==> config.mk <==
export PLATFORM = sky130hd
export DESIGN_NAME = capacitive_touch_key_detector_unit
export DESIGN_NICKNAME = d
export VERILOG_FILES = /design/src/rtl/ctkd_pkg.sv /design/src/rtl/ctkd_calib.sv /design/src/rtl/ctkd_scan.sv /design/src/rtl/capacitive_touch_key_detector_unit.sv
export SDC_FILE = /design/constraint.sdc
export NUM_CORES = 1
export LEC_CHECK = 0
export BUFFER_PORTS_ARGS = -buffer_cell sky130_fd_sc_hd__buf_2
export CORE_ASPECT_RATIO = 0.9
export CORE_UTILIZATION = 45
export DETAILED_ROUTE_END_ITERATION = 8
export GPL_TIMING_DRIVEN = 0
export SYNTH_ARGS = -nofsm -noshare
export SYNTH_HDL_FRONTEND = slang
export SYNTH_SLANG_ARGS = --single-unit
export TNS_END_PERCENT = 1
==> constraint.sdc <==
create_clock -name clk -period 8.4 [get_ports clk]
set_input_delay 1.68 -clock clk [delete_from_list [all_inputs] [get_ports clk]]
set_output_delay 1.68 -clock clk [all_outputs]
set_load 0.01 [all_outputs]
==> src/rtl/ctkd_pkg.sv <==
// shared constants and types for the capacitive touch key detector
package ctkd_pkg;

  localparam int SAMPLE_BITS_DEF   = 16;
  localparam int MARGIN_BITS       = 16;
  localparam int CFG_DATA_BITS     = 16;
  localparam int CFG_IDX_BITS      = 1;

  localparam int CALIB_GROUP       = 10;
  localparam int SCAN_GROUP_SINGLE = 3;
  localparam int SCAN_GROUP_CONT   = 6;
  localparam int LOCKOUT_RELOAD    = 3;

  localparam logic [MARGIN_BITS-1:0] MARGIN_RESET = 16'd100;

  localparam logic OP_CALIB   = 1'b0;
  localparam logic OP_SCAN    = 1'b1;
  localparam logic KIND_CALIB = 1'b0;
  localparam logic KIND_SCAN  = 1'b1;

  localparam logic [CFG_IDX_BITS-1:0] CFG_IDX_CONT   = 1'd0;
  localparam logic [CFG_IDX_BITS-1:0] CFG_IDX_MARGIN = 1'd1;

  // calibration unit status toward the top level
  typedef struct packed {
    logic pend;  // middle sum captured, baseline divide waiting
    logic done;  // baseline written this cycle
  } calib_stat_t;

endpackage

==> src/rtl/ctkd_calib.sv <==
// calibration accumulator: sum, two smallest, two largest, divide by six
module ctkd_calib #(
  parameter int SAMPLE_BITS = ctkd_pkg::SAMPLE_BITS_DEF
) (
  input  logic                    clk,
  input  logic                    rst_n,
  input  logic                    sample_fire,
  input  logic [SAMPLE_BITS-1:0]  sample,
  input  logic                    div_go,
  output ctkd_pkg::calib_stat_t   stat,
  output logic [SAMPLE_BITS-1:0]  baseline,
  output logic [SAMPLE_BITS-1:0]  baseline_new
);
  import ctkd_pkg::*;

  localparam int SUM_BITS   = SAMPLE_BITS + 4;
  localparam int MID_BITS   = SAMPLE_BITS + 3;
  localparam int HALF_BITS  = SAMPLE_BITS + 2;
  localparam int PROD_BITS  = 2 * HALF_BITS;
  localparam int DIV3_SHIFT = HALF_BITS + 1;
  localparam logic [HALF_BITS-1:0] DIV3_MUL =
    HALF_BITS'(((64'd1 << (HALF_BITS + 1)) + 64'd2) / 64'd3);
  localparam logic [3:0] CALIB_LAST = 4'(CALIB_GROUP - 1);

  logic [SUM_BITS-1:0]    sum_r, sum_nxt, sum_upd;
  logic [SAMPLE_BITS-1:0] sml0_r, sml0_nxt, sml0_upd;
  logic [SAMPLE_BITS-1:0] sml1_r, sml1_nxt, sml1_upd;
  logic [SAMPLE_BITS-1:0] lrg0_r, lrg0_nxt, lrg0_upd;
  logic [SAMPLE_BITS-1:0] lrg1_r, lrg1_nxt, lrg1_upd;
  logic [3:0]             cnt_r, cnt_nxt;
  logic [MID_BITS-1:0]    mid_r, mid_nxt;
  logic [SUM_BITS-1:0]    mid_full;
  logic                   pend_r, pend_nxt;
  logic [SAMPLE_BITS-1:0] base_r, base_nxt;
  logic [HALF_BITS-1:0]   half;
  logic [PROD_BITS-1:0]   prod;

  always_comb begin
    sum_upd  = sum_r + SUM_BITS'(sample);
    sml0_upd = sml0_r;
    sml1_upd = sml1_r;
    lrg0_upd = lrg0_r;
    lrg1_upd = lrg1_r;
    if (sample < sml0_r) begin
      sml1_upd = sml0_r;
      sml0_upd = sample;
    end else if (sample < sml1_r) begin
      sml1_upd = sample;
    end
    if (sample > lrg0_r) begin
      lrg1_upd = lrg0_r;
      lrg0_upd = sample;
    end else if (sample > lrg1_r) begin
      lrg1_upd = sample;
    end
    mid_full = sum_upd - SUM_BITS'(sml0_upd) - SUM_BITS'(sml1_upd)
             - SUM_BITS'(lrg0_upd) - SUM_BITS'(lrg1_upd);
  end

  // x / 6 as (x / 2) / 3, the divide by 3 through a reciprocal multiply
  always_comb begin
    half         = mid_r[MID_BITS-1:1];
    prod         = PROD_BITS'(half) * PROD_BITS'(DIV3_MUL);
    baseline_new = prod[DIV3_SHIFT +: SAMPLE_BITS];
  end

  always_comb begin
    sum_nxt  = sum_r;
    sml0_nxt = sml0_r;
    sml1_nxt = sml1_r;
    lrg0_nxt = lrg0_r;
    lrg1_nxt = lrg1_r;
    cnt_nxt  = cnt_r;
    mid_nxt  = mid_r;
    pend_nxt = pend_r;
    base_nxt = base_r;
    if (div_go) begin
      pend_nxt = 1'b0;
      base_nxt = baseline_new;
    end
    if (sample_fire) begin
      if (cnt_r == CALIB_LAST) begin
        mid_nxt  = mid_full[MID_BITS-1:0];
        pend_nxt = 1'b1;
        sum_nxt  = '0;
        sml0_nxt = '1;
        sml1_nxt = '1;
        lrg0_nxt = '0;
        lrg1_nxt = '0;
        cnt_nxt  = '0;
      end else begin
        sum_nxt  = sum_upd;
        sml0_nxt = sml0_upd;
        sml1_nxt = sml1_upd;
        lrg0_nxt = lrg0_upd;
        lrg1_nxt = lrg1_upd;
        cnt_nxt  = cnt_r + 4'd1;
      end
    end
  end

  always_ff @(posedge clk) begin
    if (!rst_n) begin
      sum_r  <= '0;
      sml0_r <= '1;
      sml1_r <= '1;
      lrg0_r <= '0;
      lrg1_r <= '0;
      cnt_r  <= '0;
      pend_r <= 1'b0;
      base_r <= '0;
    end else begin
      sum_r  <= sum_nxt;
      sml0_r <= sml0_nxt;
      sml1_r <= sml1_nxt;
      lrg0_r <= lrg0_nxt;
      lrg1_r <= lrg1_nxt;
      cnt_r  <= cnt_nxt;
      pend_r <= pend_nxt;
      base_r <= base_nxt;
    end
  end

  always_ff @(posedge clk) begin
    mid_r <= mid_nxt;
  end

  assign stat.pend = pend_r;
  assign stat.done = div_go;
  assign baseline  = base_r;

endmodule

==> src/rtl/ctkd_scan.sv <==
// scan group peak tracking, touch window check and lockout counter
module ctkd_scan #(
  parameter int SAMPLE_BITS = ctkd_pkg::SAMPLE_BITS_DEF
) (
  input  logic                               clk,
  input  logic                               rst_n,
  input  logic                               sample_fire,
  input  logic [SAMPLE_BITS-1:0]             sample,
  input  logic [SAMPLE_BITS-1:0]             baseline,
  input  logic                               cont_mode,
  input  logic [ctkd_pkg::MARGIN_BITS-1:0]   margin,
  output logic                               done,
  output logic                               press,
  output logic [SAMPLE_BITS-1:0]             peak
);
  import ctkd_pkg::*;

  localparam int CMP_BITS = ((SAMPLE_BITS > MARGIN_BITS) ? SAMPLE_BITS : MARGIN_BITS) + 1;
  localparam int TEN_BITS = SAMPLE_BITS + 4;

  logic [SAMPLE_BITS-1:0] peak_r, peak_nxt;
  logic [2:0]             cnt_r, cnt_nxt, cnt_upd, group;
  logic [1:0]             lock_r, lock_nxt, lock_in, lock_set;
  logic [CMP_BITS-1:0]    floor_lvl;
  logic [TEN_BITS-1:0]    ceil_lvl;
  logic                   touch_ok;

  always_comb begin
    group     = cont_mode ? 3'(SCAN_GROUP_CONT) : 3'(SCAN_GROUP_SINGLE);
    peak      = (sample > peak_r) ? sample : peak_r;
    cnt_upd   = cnt_r + 3'd1;
    done      = sample_fire && (cnt_upd >= group);
    floor_lvl = CMP_BITS'(baseline) + CMP_BITS'(margin);
    // ten times baseline as 8b + 2b
    ceil_lvl  = (TEN_BITS'(baseline) << 3) + (TEN_BITS'(baseline) << 1);
    touch_ok  = (CMP_BITS'(peak) > floor_lvl) && (TEN_BITS'(peak) < ceil_lvl);
    lock_in   = cont_mode ? 2'd0 : lock_r;
    press     = touch_ok && (lock_in == 2'd0);
    lock_set  = touch_ok ? 2'(LOCKOUT_RELOAD) : lock_in;

    peak_nxt = peak_r;
    cnt_nxt  = cnt_r;
    lock_nxt = lock_r;
    if (done) begin
      peak_nxt = '0;
      cnt_nxt  = '0;
      lock_nxt = (lock_set != 2'd0) ? lock_set - 2'd1 : 2'd0;
    end else if (sample_fire) begin
      peak_nxt = peak;
      cnt_nxt  = cnt_upd;
    end
  end

  always_ff @(posedge clk) begin
    if (!rst_n) begin
      peak_r <= '0;
      cnt_r  <= '0;
      lock_r <= '0;
    end else begin
      peak_r <= peak_nxt;
      cnt_r  <= cnt_nxt;
      lock_r <= lock_nxt;
    end
  end

endmodule

==> src/rtl/capacitive_touch_key_detector_unit.sv <==
// path: a scan decision passes the input and result registers; a calibration result
// passes the input, middle-sum and result registers
// throughput: one sample per cycle while the result register can load; after the tenth
// calibration sample the input holds until the divide-by-six baseline is registered
// reset: synchronous active-low rst_n clears accumulators, lockout, baseline, cont mode
module capacitive_touch_key_detector_unit #(
  parameter int SAMPLE_BITS = ctkd_pkg::SAMPLE_BITS_DEF
) (
  input  logic                                 clk,
  input  logic                                 rst_n,
  input  logic                                 in_valid,
  output logic                                 in_ready,
  input  logic                                 in_op,
  input  logic [SAMPLE_BITS-1:0]               in_charge_time,
  output logic                                 out_valid,
  input  logic                                 out_ready,
  output logic                                 out_result_kind,
  output logic [SAMPLE_BITS-1:0]               out_baseline_value,
  output logic [SAMPLE_BITS-1:0]               out_peak_value,
  output logic                                 out_pressed,
  input  logic                                 cfg_we,
  input  logic [ctkd_pkg::CFG_IDX_BITS-1:0]    cfg_index,
  input  logic [ctkd_pkg::CFG_DATA_BITS-1:0]   cfg_wdata
);
  import ctkd_pkg::*;

  logic                   cont_r, cont_nxt;
  logic [MARGIN_BITS-1:0] margin_r, margin_nxt;

  logic                   s1_v_r, s1_v_nxt;
  logic                   s1_op_r;
  logic [SAMPLE_BITS-1:0] s1_x_r;

  logic                   out_v_r, out_v_nxt;
  logic                   out_kind_r, out_kind_nxt;
  logic [SAMPLE_BITS-1:0] out_base_r, out_base_nxt;
  logic [SAMPLE_BITS-1:0] out_peak_r, out_peak_nxt;
  logic                   out_press_r, out_press_nxt;

  logic                   out_can_load, s1_fire, in_fire;
  logic                   calib_fire, scan_fire, div_go;
  calib_stat_t            cstat;
  logic [SAMPLE_BITS-1:0] baseline, baseline_new;
  logic                   scan_done, scan_press;
  logic [SAMPLE_BITS-1:0] scan_peak;

  assign out_can_load = !out_v_r || out_ready;
  assign s1_fire      = s1_v_r && out_can_load && !cstat.pend;
  assign in_ready     = !s1_v_r || s1_fire;
  assign in_fire      = in_valid && in_ready;
  assign calib_fire   = s1_fire && (s1_op_r == OP_CALIB);
  assign scan_fire    = s1_fire && (s1_op_r == OP_SCAN);
  assign div_go       = cstat.pend && out_can_load;

  ctkd_calib #(.SAMPLE_BITS(SAMPLE_BITS)) u_calib (
    .clk          (clk),
    .rst_n        (rst_n),
    .sample_fire  (calib_fire),
    .sample       (s1_x_r),
    .div_go       (div_go),
    .stat         (cstat),
    .baseline     (baseline),
    .baseline_new (baseline_new)
  );

  ctkd_scan #(.SAMPLE_BITS(SAMPLE_BITS)) u_scan (
    .clk         (clk),
    .rst_n       (rst_n),
    .sample_fire (scan_fire),
    .sample      (s1_x_r),
    .baseline    (baseline),
    .cont_mode   (cont_r),
    .margin      (margin_r),
    .done        (scan_done),
    .press       (scan_press),
    .peak        (scan_peak)
  );

  always_comb begin
    cont_nxt   = cont_r;
    margin_nxt = margin_r;
    if (cfg_we) begin
      case (cfg_index)
        CFG_IDX_CONT:   cont_nxt   = cfg_wdata[0];
        CFG_IDX_MARGIN: margin_nxt = cfg_wdata[MARGIN_BITS-1:0];
        default:        ;
      endcase
    end
  end

  always_comb begin
    s1_v_nxt = s1_v_r;
    if (in_fire) begin
      s1_v_nxt = 1'b1;
    end else if (s1_fire) begin
      s1_v_nxt = 1'b0;
    end
  end

  // result register: calibration divide result or scan decision
  always_comb begin
    out_v_nxt     = out_v_r && !out_ready;
    out_kind_nxt  = out_kind_r;
    out_base_nxt  = out_base_r;
    out_peak_nxt  = out_peak_r;
    out_press_nxt = out_press_r;
    if (cstat.done) begin
      out_v_nxt     = 1'b1;
      out_kind_nxt  = KIND_CALIB;
      out_base_nxt  = baseline_new;
      out_peak_nxt  = '0;
      out_press_nxt = 1'b0;
    end else if (scan_done) begin
      out_v_nxt     = 1'b1;
      out_kind_nxt  = KIND_SCAN;
      out_base_nxt  = baseline;
      out_peak_nxt  = scan_peak;
      out_press_nxt = scan_press;
    end
  end

  always_ff @(posedge clk) begin
    if (!rst_n) begin
      cont_r   <= 1'b0;
      margin_r <= MARGIN_RESET;
      s1_v_r   <= 1'b0;
      out_v_r  <= 1'b0;
    end else begin
      cont_r   <= cont_nxt;
      margin_r <= margin_nxt;
      s1_v_r   <= s1_v_nxt;
      out_v_r  <= out_v_nxt;
    end
  end

  always_ff @(posedge clk) begin
    if (in_fire) begin
      s1_op_r <= in_op;
      s1_x_r  <= in_charge_time;
    end
    out_kind_r  <= out_kind_nxt;
    out_base_r  <= out_base_nxt;
    out_peak_r  <= out_peak_nxt;
    out_press_r <= out_press_nxt;
  end

  assign out_valid          = out_v_r;
  assign out_result_kind    = out_kind_r;
  assign out_baseline_value = out_base_r;
  assign out_peak_value     = out_peak_r;
  assign out_pressed        = out_press_r;

endmodule

==> run_results.csv <==
group,metric,value,unit
synthesis,syn_area,20800,µm²
global_routing,antenna_found_initial,2,
cts,cts_tree,"yes",
setup_path,critPathArrivalTime,7.82,ns
routing,vias,16200,
synthesis,synth.distinct_cells,82,
setup_path,cp-start-kind,"flip-flop",
synthesis,synth_ff_type,"dfxtp_1",
sta,maxSlewViolCount,0,
cts,clockBufferDepth,3,
synthesis,synthArstFlopShare,0,%
floorplanning,fp.dieW,229,µm
synthesis,ys_warn_count,0,
setup_path,critPathSlowestCell,"edfxtp_1",
synthesis,synth_edf_count,51,
cts,htree_levels,1,
floorplanning,initial_utilization,45.8,%
sta,fin_crit_sh,89.4,%
sta,fin_tns_setup,0,ns
floorplanning,io_pins,75,
global_routing,grt_start_max_net_pins,20,
global_routing,grt_first_pass_wirelength,88.2,mm
sta,setup_viol_count_final,0,
cts,clock_sinks,213,
sta,rsz0062_at_grt,"no",
synthesis,ys_seq_area_share,22.9,%
sta,hold_violations,0,
cts,path_clk_slew,0.07,ns
routing,routedWlPerCell,18.4,µm
synthesis,yosys_register_bits,213,
cts,root_buffer,"clkbuf_16",
setup_path,setup.worst_path.end,"u_calib.mid_r[18]",
floorplanning,fp-row-count,74,
global_routing,grt_use_total,23.6,%
cells_and_area,fin_util,50.1,%
setup_path,cp.depth,25,
cells_and_area,final_cell_mix,"384 x inv_1, 328 x ha_1, 162 x dfxtp_1, 161 x fa_1, 140 x a21oi_1",
setup_path,endpoint_kind,"flip-flop",
cts,clkLatencyLatePin,0.57,ns
setup_path,r2r-start,"s1_x_r[9]",
cells_and_area,final_common_cell,"inv_1",
run,maxCapViolations,0,
synthesis,syn_area_per_cell,9.27,µm²
cts,cts_resized,0,
setup_path,crit_required,8.70,ns
setup_path,reg2reg_slack,0.89,ns
setup_path,slowest_delay,0.80,ns
placement,hpwl,44.7,mm
global_routing,gr-total-overflow,0,
routing,wirelength,54.8,mm
setup_path,rr_endpoint,"u_calib.mid_r[18]",
setup_path,path_max_fanout,13,
setup_path,startpoint,"s1_x_r[9]",
setup_path,critPathKind,"flip-flop to flip-flop",
floorplanning,die-area,47200,µm²
sta,fin_crit,7.51,ns
cts,hold_buffers,0,
pwr,p_per_area,189,nW/µm²
global_routing,grt_pass1_vias,16500,
setup_path,critPathBufInv,4,
cts,cts_setup_buffers,0,
min_path,min_path_type,"flip-flop to flip-flop",
sta,tightestPinTransition,0.907,ns
synthesis,synthCells,2248,
routing,viasPerCell,5.43,
pwr,p_leak,11.3,nW
pwr,ir_worst_vdd,197,µV
floorplanning,core-area,45600,µm²
routing,drt_iter0_markers,895,
synthesis,syn_nets,2776,
sta,fmax,0.133,GHz
cts,cts_buffers,26,
placement,gp_congestion,0.900,
sta,skew,0.0323,ns
status,status,"completed",
routing,first_pass_iters,5,
cells_and_area,fillers,4331,
setup_path,cp_top_family,"compound AO/OA/AOI/OAI gates",
cells_and_area,layout-drive-gt1-share,7.44,%
cells_and_area,nets,2878,
cells_and_area,syn2layout_area_growth,9.56,%
sta,max_slew_margin,39.5,%
routing,drc,0,
setup_path,worstRegToRegCells,25,
floorplanning,die_h,206,µm
placement,io_buffers,73,
routing,ant_nets,0,
## worst min path at each step
stage	from	to	slack, ns	cells past startpoint
global placement	out_result_kind	out_result_kind	0.43	2
detailed placement	out_result_kind	out_result_kind	0.43	2
finish	out_result_kind	out_result_kind	0.44	2
CTS	out_result_kind	out_result_kind	0.44	2
global route	u_calib.sum_r[2]	u_calib.sum_r[2]	0.47	2
floorplan	u_calib.sum_r[0]	u_calib.sum_r[0]	0.44	2
## registers in the layout, summed over array words and instances (netlist names), 2 cells and up
register            count
u_calib.sum_r          19
u_calib.mid_r          18
margin_r               16
out_baseline_value     16
out_peak_value         16
s1_x_r                 16
u_calib.baseline       16
u_calib.lrg0_r         16
u_calib.lrg1_r         16
u_calib.sml0_r         16
u_calib.sml1_r         16
u_scan.peak_r          16
u_calib.cnt_r           4
u_scan.cnt_r            3
u_scan.lock_r           2
## power by group
group	switching, mW	internal (mW)	leakage, nW	total (mW)
Sequential	0.0707	1.19	1.77	1.27
Combinational	1.10	0.807	9.10	1.90
Clock	0.473	0.675	0.406	1.15
## per-stage QoR
step | cell area [µm²] | hold slack [ns] | total power, mW | std cells | setup slack [ns]
final | 22800 | 0.439 | 4.32 | 2975 | 0.887
after global routing | 22800 | 0.474 | 4.61 | 2975 | 0.507
after CTS | 22800 | 0.441 | 4.33 | 2973 | 0.904
after detailed placement | 22000 | 0.432 | 3.17 | 2930 | 0.959
after global placement | 22000 | 0.428 | 3.12 | 2929 | 0.990
after floorplan | 20800 | 0.436 | 2.64 | 2248 | 2.01
## routing by layer
metal	global-route usage [%]	share of wire [%]	vias to the layer above
met5	0	0	-
met2	39.0	44	342
met1	32.8	48	7824
li1	-	-	7891
met3	2.46	4.2	96
met4	7.00	3.0	0
## Yosys cell counts, types with 10 or more instances
master	number	area share (%)
o21ai_0	86	2.1
o21bai_1	10	0.36
inv_1	384	6.9
and2_1	18	0.54
a21oi_1	140	3.4
a211oi_1	29	1.0
fa_1	161	15
ha_1	328	20
nor3_1	21	0.50
nand3_1	43	1.0
dfxtp_1	162	16
a22oi_1	10	0.36
nand2_1	132	2.4
mux2_2	28	1.5
a21o_1	75	2.7
edfxtp_1	51	7.3
xor2_1	35	1.5
a31oi_1	10	0.30
a22o_1	16	0.67
o21a_1	19	0.68
nor2_1	127	2.3
nand4_1	18	0.54
mux2i_1	85	4.1
xnor2_1	37	1.6
clkbuf_1	44	0.79
nor2b_1	15	0.45
## cells by family after synthesis
family	Yosys count	share of synthesized area, %
compound gates	487	15.4
xor+xnor	72	3.03
fa+ha+maj	489	35.2
buf+inv	445	8.19
flops	213	22.9
mux	114	5.66
simple gates	428	9.63
## cell type report
class	instances	area, µm²	area share, %
multi-input combinational	1590	14400	62.9
inverter	385	1450	6.33
buffer	60	263	1.15
tap	608	761	3.33
antenna	2	5.00	0.0219
timing repair buffer	74	380	1.67
sequential	213	4770	20.9
clock buffer	32	693	3.04
clock inverter	11	150	0.657
## tightest hold or removal path: stages, from the launching register on
cell	delay, ns
dfxtp_1	0.31
nand2_1	0.05
nand2_1	0.04
Note: power is estimated with default switching activity, not from simulation.
